File: src/rtl/core/mjd_pkg.sv
// ----------------------------------------------------------------------------
// mjd_pkg
// Shared types, constants and helpers for the multiserver job dispatcher.
// ----------------------------------------------------------------------------
`default_nettype none

package mjd_pkg;

    // Sizing
    localparam int NUM_CLASSES  = 4;
    localparam int QUEUE_DEPTH  = 64;
    localparam int MAX_RESULTS  = 64;
    localparam int CLS_W        = 2;
    localparam int ID_W         = 32;
    localparam int SRV_W        = 7;
    localparam int PTR_W        = $clog2(QUEUE_DEPTH);
    localparam int CNT_W        = $clog2(QUEUE_DEPTH + 1);
    localparam int RES_W        = $clog2(MAX_RESULTS + 1);
    localparam int RAM_AW       = CLS_W + PTR_W;
    localparam int RAM_DEPTH    = NUM_CLASSES * QUEUE_DEPTH;
    localparam int CFG_IDX_W    = 3;
    localparam int IN_DATA_W    = 48;
    localparam int OUT_DATA_W   = 48;

    localparam logic [SRV_W-1:0] TOTAL_RESET = SRV_W'(64);
    localparam logic [SRV_W-1:0] SIZE_RESET  = SRV_W'(1);

    // Event kinds (tuser on the input side)
    localparam logic OP_ARRIVE = 1'b0;
    localparam logic OP_DEPART = 1'b1;

    // Register indexes
    localparam logic [CFG_IDX_W-1:0] REG_TOTAL = 3'd0;
    localparam logic [CFG_IDX_W-1:0] REG_SIZE0 = 3'd1;
    localparam logic [CFG_IDX_W-1:0] REG_SIZE1 = 3'd2;
    localparam logic [CFG_IDX_W-1:0] REG_SIZE2 = 3'd3;
    localparam logic [CFG_IDX_W-1:0] REG_SIZE3 = 3'd4;

    // Result status (tuser on the output side)
    typedef enum logic [1:0] {
        STAT_DISPATCH = 2'd0,
        STAT_NONE     = 2'd1,
        STAT_DROP     = 2'd2
    } status_t;

    // Controller states
    typedef enum logic [1:0] {
        ST_IDLE,
        ST_SCAN,
        ST_EMIT
    } state_t;

    // Live configuration
    typedef struct packed {
        logic [SRV_W-1:0]                  total;
        logic [NUM_CLASSES-1:0][SRV_W-1:0] size;
    } cfg_t;

    // Pool size write, seen by the controller to clamp the free count
    typedef struct packed {
        logic             wr;
        logic [SRV_W-1:0] total;
    } cfg_upd_t;

    // Job id memory request
    typedef struct packed {
        logic              we;
        logic [RAM_AW-1:0] waddr;
        logic [ID_W-1:0]   wdata;
        logic              re;
        logic [RAM_AW-1:0] raddr;
    } ram_req_t;

    // Input beat payload, last field in the low bits
    typedef struct packed {
        logic [6:0]       pad;
        logic [SRV_W-1:0] release_size;
        logic [ID_W-1:0]  job_id;
        logic [CLS_W-1:0] job_class;
    } in_beat_t;

    // Output beat payload, last field in the low bits
    typedef struct packed {
        logic [6:0]       pad;
        logic [SRV_W-1:0] free_after;
        logic [ID_W-1:0]  dispatch_id;
        logic [CLS_W-1:0] dispatch_class;
    } out_beat_t;

    // Circular queue pointer advance
    function automatic logic [PTR_W-1:0] ptr_inc(input logic [PTR_W-1:0] p);
        logic [PTR_W-1:0] r;
        if (p == PTR_W'(QUEUE_DEPTH - 1))
            r = '0;
        else
            r = p + 1'b1;
        return r;
    endfunction

endpackage

`default_nettype wire

File: src/rtl/core/mjd_ctrl.sv
// ----------------------------------------------------------------------------
// mjd_ctrl
// Event sequencer: queue bookkeeping, free pool, dispatch scan, result register.
// ----------------------------------------------------------------------------
`default_nettype none

module mjd_ctrl import mjd_pkg::*; (
    input  wire logic                  clk,
    input  wire logic                  rst_n,
    input  wire cfg_t                  cfg,
    input  wire cfg_upd_t              cfg_upd,
    input  wire logic                  s_axis_tvalid,
    output      logic                  s_axis_tready,
    input  wire logic [IN_DATA_W-1:0]  s_axis_tdata,   // job_class, job_id, release_size
    input  wire logic                  s_axis_tuser,   // opcode
    output      logic                  m_axis_tvalid,
    input  wire logic                  m_axis_tready,
    output      logic [OUT_DATA_W-1:0] m_axis_tdata,   // dispatch_class, dispatch_id, free_after
    output      logic [1:0]            m_axis_tuser,   // status
    output      logic                  m_axis_tlast,
    output      ram_req_t              ram_req,
    input  wire logic [ID_W-1:0]       ram_rdata
);

    state_t state_reg, state_next;

    logic [CNT_W-1:0] wait_cnt_reg [NUM_CLASSES];
    logic [CNT_W-1:0] wait_cnt_next[NUM_CLASSES];
    logic [PTR_W-1:0] head_reg     [NUM_CLASSES];
    logic [PTR_W-1:0] head_next    [NUM_CLASSES];
    logic [PTR_W-1:0] tail_reg     [NUM_CLASSES];
    logic [PTR_W-1:0] tail_next    [NUM_CLASSES];
    logic [SRV_W-1:0] free_reg, free_next;
    logic [RES_W-1:0] nres_reg, nres_next;

    // Pending result, waiting for the id read and the output register
    status_t          pend_status_reg, pend_status_next;
    logic [CLS_W-1:0] pend_class_reg, pend_class_next;
    logic [SRV_W-1:0] pend_free_reg, pend_free_next;
    logic             pend_last_reg, pend_last_next;
    logic             pend_ram_reg, pend_ram_next;

    // Output register
    logic             m_valid_reg, m_valid_next;
    status_t          out_status_reg, out_status_next;
    logic [CLS_W-1:0] out_class_reg, out_class_next;
    logic [ID_W-1:0]  out_id_reg, out_id_next;
    logic [SRV_W-1:0] out_free_reg, out_free_next;
    logic             out_last_reg, out_last_next;

    in_beat_t         in_beat;
    out_beat_t        out_beat;
    logic             accept;
    logic             in_full;
    logic             out_room;
    logic             load_out;
    logic [SRV_W:0]   dep_sum;

    logic [NUM_CLASSES-1:0] elig;
    logic [NUM_CLASSES-1:0] next_elig;
    logic                   any_elig;
    logic [CLS_W-1:0]       pick_cls;
    logic [SRV_W-1:0]       pick_free;
    logic                   can_go;
    logic                   more;

    // Input decode
    assign in_beat  = in_beat_t'(s_axis_tdata);
    assign accept   = s_axis_tvalid && s_axis_tready;
    assign in_full  = wait_cnt_reg[in_beat.job_class] >= CNT_W'(QUEUE_DEPTH);
    assign out_room = !m_valid_reg || m_axis_tready;
    assign dep_sum  = {1'b0, free_reg} + {1'b0, in_beat.release_size};

    // Eligible classes; the highest one is the next in scan order, since
    // free servers and queue counts only shrink during a scan
    always_comb
    begin
        any_elig = 1'b0;
        pick_cls = '0;
        for (int i = 0; i < NUM_CLASSES; i++)
        begin
            elig[i] = (free_reg != '0) && (wait_cnt_reg[i] != '0)
                      && (cfg.size[i] <= free_reg);
            if (elig[i])
            begin
                any_elig = 1'b1;
                pick_cls = CLS_W'(i);
            end
        end
    end

    // Look ahead past the dispatch being issued to mark the final result
    assign pick_free = free_reg - cfg.size[pick_cls];

    always_comb
    begin
        for (int j = 0; j < NUM_CLASSES; j++)
        begin
            next_elig[j] = (pick_free != '0) && (cfg.size[j] <= pick_free)
                           && ((CLS_W'(j) == pick_cls) ? (wait_cnt_reg[j] > CNT_W'(1))
                                                        : (wait_cnt_reg[j] != '0));
        end
    end

    assign can_go = any_elig && (nres_reg < RES_W'(MAX_RESULTS));
    assign more   = (|next_elig) && (nres_reg < RES_W'(MAX_RESULTS - 1));

    // Next state
    always_comb
    begin
        state_next = state_reg;
        unique case (state_reg)
            ST_IDLE:
            begin
                if (accept)
                begin
                    if (s_axis_tuser == OP_ARRIVE && in_full)
                        state_next = ST_EMIT;
                    else
                        state_next = ST_SCAN;
                end
            end
            ST_SCAN:
                state_next = ST_EMIT;
            ST_EMIT:
            begin
                if (out_room)
                    state_next = pend_last_reg ? ST_IDLE : ST_SCAN;
            end
            default:
                state_next = ST_IDLE;
        endcase
    end

    // Handshake and strobes
    always_comb
    begin
        s_axis_tready = (state_reg == ST_IDLE);
        load_out      = (state_reg == ST_EMIT) && out_room;
    end

    // Datapath next values
    always_comb
    begin
        wait_cnt_next    = wait_cnt_reg;
        head_next        = head_reg;
        tail_next        = tail_reg;
        free_next        = free_reg;
        nres_next        = nres_reg;
        pend_status_next = pend_status_reg;
        pend_class_next  = pend_class_reg;
        pend_free_next   = pend_free_reg;
        pend_last_next   = pend_last_reg;
        pend_ram_next    = pend_ram_reg;
        ram_req          = '0;

        // Pool size write clamps the free count
        if (cfg_upd.wr && free_reg > cfg_upd.total)
            free_next = cfg_upd.total;

        if (accept)
        begin
            nres_next = '0;
            if (s_axis_tuser == OP_ARRIVE)
            begin
                if (in_full)
                begin
                    pend_status_next = STAT_DROP;
                    pend_class_next  = '0;
                    pend_free_next   = free_reg;
                    pend_last_next   = 1'b1;
                    pend_ram_next    = 1'b0;
                end
                else
                begin
                    // Enqueue at the tail; the scan reads no earlier than next cycle
                    ram_req.we    = 1'b1;
                    ram_req.waddr = {in_beat.job_class, tail_reg[in_beat.job_class]};
                    ram_req.wdata = in_beat.job_id;
                    tail_next[in_beat.job_class] = ptr_inc(tail_reg[in_beat.job_class]);
                    wait_cnt_next[in_beat.job_class] =
                        wait_cnt_reg[in_beat.job_class] + 1'b1;
                end
            end
            else
            begin
                // Departure: return servers, saturating at the pool size
                if (dep_sum > {1'b0, cfg.total})
                    free_next = cfg.total;
                else
                    free_next = dep_sum[SRV_W-1:0];
            end
        end

        if (state_reg == ST_SCAN)
        begin
            if (can_go)
            begin
                ram_req.re    = 1'b1;
                ram_req.raddr = {pick_cls, head_reg[pick_cls]};
                head_next[pick_cls]     = ptr_inc(head_reg[pick_cls]);
                wait_cnt_next[pick_cls] = wait_cnt_reg[pick_cls] - 1'b1;
                free_next        = pick_free;
                nres_next        = nres_reg + 1'b1;
                pend_status_next = STAT_DISPATCH;
                pend_class_next  = pick_cls;
                pend_free_next   = pick_free;
                pend_last_next   = !more;
                pend_ram_next    = 1'b1;
            end
            else
            begin
                pend_status_next = STAT_NONE;
                pend_class_next  = '0;
                pend_free_next   = free_reg;
                pend_last_next   = 1'b1;
                pend_ram_next    = 1'b0;
            end
        end
    end

    // Output register
    always_comb
    begin
        m_valid_next    = m_valid_reg && !m_axis_tready;
        out_status_next = out_status_reg;
        out_class_next  = out_class_reg;
        out_id_next     = out_id_reg;
        out_free_next   = out_free_reg;
        out_last_next   = out_last_reg;
        if (load_out)
        begin
            m_valid_next    = 1'b1;
            out_status_next = pend_status_reg;
            out_class_next  = pend_class_reg;
            out_id_next     = pend_ram_reg ? ram_rdata : '0;
            out_free_next   = pend_free_reg;
            out_last_next   = pend_last_reg;
        end
    end

    // Control state
    always_ff @(posedge clk or negedge rst_n)
    begin
        if (!rst_n)
        begin
            state_reg   <= ST_IDLE;
            free_reg    <= TOTAL_RESET;
            nres_reg    <= '0;
            m_valid_reg <= 1'b0;
            for (int k = 0; k < NUM_CLASSES; k++)
            begin
                wait_cnt_reg[k] <= '0;
                head_reg[k]     <= '0;
                tail_reg[k]     <= '0;
            end
        end
        else
        begin
            state_reg    <= state_next;
            free_reg     <= free_next;
            nres_reg     <= nres_next;
            m_valid_reg  <= m_valid_next;
            wait_cnt_reg <= wait_cnt_next;
            head_reg     <= head_next;
            tail_reg     <= tail_next;
        end
    end

    // Payload registers
    always_ff @(posedge clk)
    begin
        pend_status_reg <= pend_status_next;
        pend_class_reg  <= pend_class_next;
        pend_free_reg   <= pend_free_next;
        pend_last_reg   <= pend_last_next;
        pend_ram_reg    <= pend_ram_next;
        out_status_reg  <= out_status_next;
        out_class_reg   <= out_class_next;
        out_id_reg      <= out_id_next;
        out_free_reg    <= out_free_next;
        out_last_reg    <= out_last_next;
    end

    // Output ports
    always_comb
    begin
        out_beat                = '0;
        out_beat.dispatch_class = out_class_reg;
        out_beat.dispatch_id    = out_id_reg;
        out_beat.free_after     = out_free_reg;
    end

    assign m_axis_tvalid = m_valid_reg;
    assign m_axis_tdata  = OUT_DATA_W'(out_beat);
    assign m_axis_tuser  = out_status_reg;
    assign m_axis_tlast  = out_last_reg;

    // Checks
    a_free_in_pool: assert property (@(posedge clk) disable iff (!rst_n)
        free_reg <= cfg.total)
        else $error("free count above pool size");

    a_nres_bound: assert property (@(posedge clk) disable iff (!rst_n)
        nres_reg <= RES_W'(MAX_RESULTS))
        else $error("too many dispatches in one event");

    a_scan_lookahead: assert property (@(posedge clk) disable iff (!rst_n)
        (state_reg == ST_SCAN && nres_reg != '0) |-> any_elig)
        else $error("scan resumed with nothing eligible");

    a_last_ends_event: assert property (@(posedge clk) disable iff (!rst_n)
        (load_out && pend_last_reg) |=> (state_reg == ST_IDLE))
        else $error("final result did not end the event");

    for (genvar g = 0; g < NUM_CLASSES; g++)
    begin : g_cnt_chk
        a_cnt_bound: assert property (@(posedge clk) disable iff (!rst_n)
            wait_cnt_reg[g] <= CNT_W'(QUEUE_DEPTH))
            else $error("queue count above depth");
    end

endmodule

`default_nettype wire
File: config.mk
export PLATFORM = sky130hd
export DESIGN_NAME = mjd_ctrl
export DESIGN_NICKNAME = d
export VERILOG_FILES = /design/src/rtl/core/mjd_pkg.sv /design/src/rtl/core/mjd_ctrl.sv
export SDC_FILE = /design/constraint.sdc
export NUM_CORES = 1
export LEC_CHECK = 0
export BUFFER_PORTS_ARGS = -buffer_cell sky130_fd_sc_hd__buf_4
export CORE_UTILIZATION = 40
export DETAILED_ROUTE_END_ITERATION = 8
export GPL_ROUTABILITY_DRIVEN = 0
export GPL_TIMING_DRIVEN = 0
export PLACE_DENSITY = 0.63
export SLEW_MARGIN = 20
export SYNTH_ARGS = -nofsm -noshare
export SYNTH_HDL_FRONTEND = slang
export SYNTH_SLANG_ARGS = --single-unit
File: constraint.sdc
create_clock -name clk -period 14.85 [get_ports clk]
set_input_delay 1.485 -clock clk [delete_from_list [all_inputs] [get_ports clk]]
set_output_delay 1.485 -clock clk [all_outputs]
set_load 0.1 [all_outputs]
Word level (Yosys, flattened, before mapping) --
Index checks and enable logic that the tools add are counted.
Storage, ports and cells: bits in registers 150, input port bits 128, output and inout port bits 103
Operators by class: add/sub/neg operators 7, magnitude comparators 22, equality and inequality tests 10, mux-type cells 94, bitwise operators 4, reductions and logical operators 44
Operators by type and width (count):
- 2-to-1 mux 7 bit | 21
- 2-to-1 mux 28 bit | 5
- 2-to-1 mux 41 bit | 3
- 2-to-1 mux 6 bit | 13
- bitwise mux 28 bit | 2
- less-or-equal comparator 7 bit | 8
- bitwise mux 24 bit | 2
- binary-select mux 7 bit (select 2 bit) | 3
- nonzero test 7 bit | 6
- demux 7 bit (select 2 bit) | 2
- > comparator 7 x 1 -> 1 bit, second input constant | 4
- 2-to-1 mux 2 bit | 14
- logical AND 1 bit | 25
- binary-select mux 6 bit (select 2 bit) | 2
- demux 6 bit (select 2 bit) | 2
- 2-to-1 mux 1 bit | 22
- 2-to-1 mux 9 bit | 2
- adder 7 x 1 -> 7 bit, second input constant | 2
- adder 6 x 1 -> 6 bit, second input constant | 2
- equality test 6 bit, second input constant | 2
- adder 7 x 7 -> 8 bit | 1
- > comparator 8 x 7 -> 1 bit | 1
- >= comparator 7 bit, second input constant | 1
- > comparator 7 bit | 1
- 23 further kinds | 35

Depth between registers and ports, before layout --
word-level depth 17, mapped depth 26, depth with buffers taken out 24

Least setup slack after synthesis --
OpenSTA, ideal clock, no wires.
kind input to output, from in s_axis_tdata[1], to out ram_req[44] in the netlist's numbering, arrival time 5.315 ns, required time 13.365 ns, path slack 8.050 ns, stages 3, cells stage by stage clkbuf_1 > mux4_2 > nor4_1
RTL lines:
- start: declaration | RTL line mjd_ctrl.sv:14 | input wire logic [IN_DATA_W-1:0] s_axis_tdata,
- end: declaration | RTL line mjd_ctrl.sv:21 | output ram_req_t ram_req,

Worst setup path after layout --
from in cfg[22] in the netlist's numbering, to reg pend_last_reg (data pin)
On the way: longest elaborated chain between the ends 14, elaborated cells on any way between the ends 34, classes of those cells add/sub: 1; order compare: 5; eq/ne: 3; mux: 10; reduce/logical: 15
Ends and longest elaborated chain:
- start: declaration | RTL line mjd_ctrl.sv:10 | input wire cfg_t cfg,
- less-or-equal comparator 7 bit | RTL line mjd_ctrl.sv:83 | && (cfg.size[i] <= free_reg);
- logical AND 1 bit | RTL line mjd_ctrl.sv:83
- 2-to-1 mux 2 bit | RTL line mjd_ctrl.sv:84 | if (elig[i])
- binary-select mux 7 bit (select 2 bit) | RTL line mjd_ctrl.sv:93 | assign pick_free = free_reg - cfg.size[pick_cls];
- 2-to-1 mux 7 bit (not written as such) | RTL line mjd_ctrl.sv:93
- subtractor 7 bit | RTL line mjd_ctrl.sv:93
- less-or-equal comparator 7 bit or nonzero test 7 bit (tied branches) | RTL line mjd_ctrl.sv:99 | next_elig[j] = (pick_free != '0) && (cfg.size[j] <= pick_free)
- logical AND 1 bit | RTL line mjd_ctrl.sv:99
- logical AND 1 bit | RTL line mjd_ctrl.sv:100 | && ((CLS_W'(j) == pick_cls) ? (wait_cnt_reg[j] > CNT_W'(1))
- OR reduction 4 bit | RTL line mjd_ctrl.sv:106 | assign more = (|next_elig) && (nres_reg < RES_W'(MAX_RESULTS - 1));
- logical AND 1 bit | RTL line mjd_ctrl.sv:106
- zero test 1 bit | RTL line mjd_ctrl.sv:208 | pend_last_next = !more;
- 2-to-1 mux 1 bit * | RTL line mjd_ctrl.sv:197 | if (can_go)
- 2-to-1 mux 1 bit * | RTL line mjd_ctrl.sv:195 | if (state_reg == ST_SCAN)
- end signal: assignment | RTL line mjd_ctrl.sv:276 | pend_last_reg <= pend_last_next;
- end: declaration | RTL line mjd_ctrl.sv:40 | logic pend_last_reg, pend_last_next;
Mark *: on every way between the ends. The rest lies on a longest branch, timed or not. The select of a mux whose other input is x is not followed. A chain may end at the register's enable or synchronous reset.

==> impl_metrics.tcl <==
set metrics [dict create \
    crit_path_start_kind "primary input" \
    synth-seq-area-share_pct 40.4 \
    holdCritStartpoint "pend_free_reg[1]" \
    async_reset_ff_share_pct 62.0 \
    worst-endpoint-required_ns 15.02 \
    number_of_logic_stages_on_the_critical_path_including_buffering 24 \
    setup_viol 0 \
    route.vias.total 8661 \
    grtUsageMet2_pct 36.9 \
    timing.critical_path.cells "buf_4, ha_1, nor2b_1, o211ai_1, a211oi_2, nor2_1, buf_2, nor2_2, nand2_1, o221a_2, inv_1, ha_1, nor2b_1, o31a_1, a21oi_1, inv_1, ha_1, and4_1, a21oi_1, maj3_1, maj3_1, o32ai_1, a221oi_1, a31o_1" \
    worst_path_largest_cell_delay_ns 0.50 \
    synth_edf_count 57 \
    post_cts_hold_buffer_count 0 \
    maximum_clock_path_buffer_count 2 \
    htree_levels 4 \
    groute.usage.overall_pct 22.4 \
    reg2reg_setup_slack_ns 8.06 \
    post-route-period-util_pct 47.8 \
    worstPathArrival_ns 7.27 \
    clkSlewWorstSetupHoldPaths_ns 0.07 \
    mostFrequentLayoutCell "sky130_fd_sc_hd__buf_4" \
    antenna_left 0 \
    floorplan.initialDensity_pct 41.0 \
    design.core.area_um2 24400 \
    initial_antenna_violation_count 0 \
    grt_setup_unrepaired "no" \
    die_x_um 160 \
    max_clock_freq_mhz 141 \
    share_of_post_route_cells_with_drive_strength_above_1_pct 26.9 \
    post-cts-setup-buffers 0 \
    grt_remaining_overflow 0 \
    number_of_antenna_repair_diodes 0 \
    clk_root_buffer_cell "sky130_fd_sc_hd__clkbuf_16" \
    drt_pre_antenna_iters 5 \
    drt-total-wl_um 28500 \
    slew_headroom_pct 37.5 \
    netlist_area_um2 10000 \
    numClockSinks 150 \
    detail_route.drc_violations 0 \
    detail_route.iter0.violations 706 \
    number_of_filler_cells_placed_in_the_layout 2266 \
    regToRegEndpoint "pend_last_reg" \
    holdWs_ns 0.418 \
    wl_per_cell_um 18.0 \
    ctsResizeCount 0 \
    grt_first_pass_wirelength_um 45800 \
    grt_busiest_layer "met2" \
    timing.final.max_slew_violations 0 \
    multiInputGateArea_um2 5610 \
    worst_path_most_repeated_cell "sky130_fd_sc_hd__ha_1" \
    io_pins 231 \
    timing.critical_path.from "cfg[22]" \
    finish.instance_area_um2 12700 \
    cts_tree "built" \
    core.rowCount 57 \
    crit_path_end "pend_last_reg" \
    critPathBufInv 4 \
    syn_avg_cell_area_um2 9.97 \
    crit_type "primary input to flip-flop" \
    max-cap-violations 0 \
    seqCellArea_um2 4040 \
    portBuffers 214 \
    synthesis.yosys.warnings 0 \
    outcome "completed" \
    hold_viol_final 0 \
    clk_latency_ns 0.43 \
    cp_top_family "compound AO/OA/AOI/OAI gates" \
    routed_via_density 5.48 \
    syn-instance-count 1003 \
    worst_setup_path_end_kind "flip-flop" \
    synth.ff_latch_count 150 \
    ys_dominant_reg_cell "sky130_fd_sc_hd__dfrtp_1" \
    detailedPlacementHpwl_um 21900 \
    timing.critical_path.fanout_max 10 \
    timing.hold.worst.class "flip-flop to flip-flop" \
    tns_ns 0 \
    nNetsFinal 1449 \
    die_h_um 160 \
    fin_crit_ns 7.10 \
    numCtsBuffers 17 \
    timing.critical_path.slowest_stage_cell "sky130_fd_sc_hd__a211oi_2" \
    global_route.usage.met1_pct 30.4 \
    grt_start_max_net_pins 94 \
    placed_cell_area_um2 12100 \
    finalClockSkew_ns 0.00908 \
    depth_of_the_most_critical_reg_to_reg_path 24 \
    worst_r2r_startpoint "free_reg[1]" \
    area.growth.synth_to_final_pct 27.0 \
    ys_types 83 \
    die_area_um2 25600 \
    largest_register_ff_count 32 \
    worst-slew-pin-transition_ns 0.936 \
    grt_use_met3_pct 4.75 \
    number_of_global_route_vias_before_repair 8471 \
    mostFrequentLayoutCells "225 x sky130_fd_sc_hd__buf_4, 92 x sky130_fd_sc_hd__dfrtp_1, 78 x sky130_fd_sc_hd__nand2_1, 77 x sky130_fd_sc_hd__nor2_1" \
]
-- worst reg2reg max path: cells and delay by family, from the launching register on --
| kind | cells | cell delay [ns] |
|---|---|---|
| compound gates | 9 | 2.23 |
| fa+ha+maj | 5 | 1.73 |
| buf+inv | 4 | 0.80 |
| flops | 1 | 0.52 |
| simple gates | 6 | 1.26 |
-- worst min path at each step --
stage                            to  slack (ns)  cells past startpoint
finish              out_free_reg[1]        0.42                      0
global route        out_free_reg[1]        0.43                      0
CTS                 out_free_reg[5]        0.42                      0
detailed placement  out_free_reg[1]        0.40                      0
global placement    out_free_reg[1]        0.40                      0
floorplan           m_axis_tuser[0]        0.40                      0
-- final cells by class --
class                      instances  share of cell area (%)
sequential                       150                    31.8
timing repair buffer             215                    12.9
inverter                          42                    1.24
buffer                            43                    1.70
tap                              324                    3.19
multi-input combinational        774                    44.2
clock buffer                      17                    3.35
clock inverter                    15                    1.60
-- through the flow --
step,setup slack (ns),utilization [%],instances
after floorplan,8.05,-,1009
after global placement,7.41,49.3,1547
after detailed placement,7.43,49.5,1548
after CTS,7.86,52.1,1580
after global routing,7.41,52.1,1580
final,7.75,52.1,1580
-- layer usage --
metal / vias to the layer above / wire [µm]
li1: 4175 / -
met1: 4164 / 13000
met2: 297 / 13500
met3: 25 / 1680
met4: 0 / 300
met5: - / 0
-- cell usage after synthesis, types with 10 or more instances --
cell type	n	area [µm²]
sky130_fd_sc_hd__a211oi_1	17	128
sky130_fd_sc_hd__o211ai_1	16	120
sky130_fd_sc_hd__xnor2_1	17	149
sky130_fd_sc_hd__buf_4	12	90.1
sky130_fd_sc_hd__ha_1	76	951
sky130_fd_sc_hd__a21oi_1	76	380
sky130_fd_sc_hd__inv_1	41	154
sky130_fd_sc_hd__and2_1	72	450
sky130_fd_sc_hd__edfxtp_1	57	1710
sky130_fd_sc_hd__nor2_1	78	293
sky130_fd_sc_hd__mux2_2	24	270
sky130_fd_sc_hd__a21o_1	15	113
sky130_fd_sc_hd__nor3_1	14	70.1
sky130_fd_sc_hd__mux2i_1	11	110
sky130_fd_sc_hd__clkbuf_1	23	86.3
sky130_fd_sc_hd__nand2_1	78	293
sky130_fd_sc_hd__mux4_2	13	293
sky130_fd_sc_hd__nor2b_1	16	100
sky130_fd_sc_hd__o22ai_1	10	62.6
sky130_fd_sc_hd__dfrtp_1	92	2300
sky130_fd_sc_hd__o21ai_0	46	230
sky130_fd_sc_hd__o21a_1	12	90.1
sky130_fd_sc_hd__nand3_1	29	145
-- logic make-up (layout without fill, tap and decap cells) --
| family | Yosys count | in the layout | synth area share, % |
|---|---|---|---|
| other | 1 | 7 | 0.0375 |
| xor gates and xnor gates | 23 | 23 | 2.02 |
| and+or+nand+nor | 348 | 348 | 18.3 |
| DFF | 150 | 150 | 40.4 |
| adders and majority gates | 85 | 85 | 10.6 |
| buffers and inverters | 85 | 332 | 3.74 |
| muxes | 52 | 52 | 7.22 |
| AOI/OAI and AO/OA | 259 | 259 | 17.7 |
Power is not shown: default switching activity piles up to over one toggle a cycle in this logic, so the estimate is an artifact.
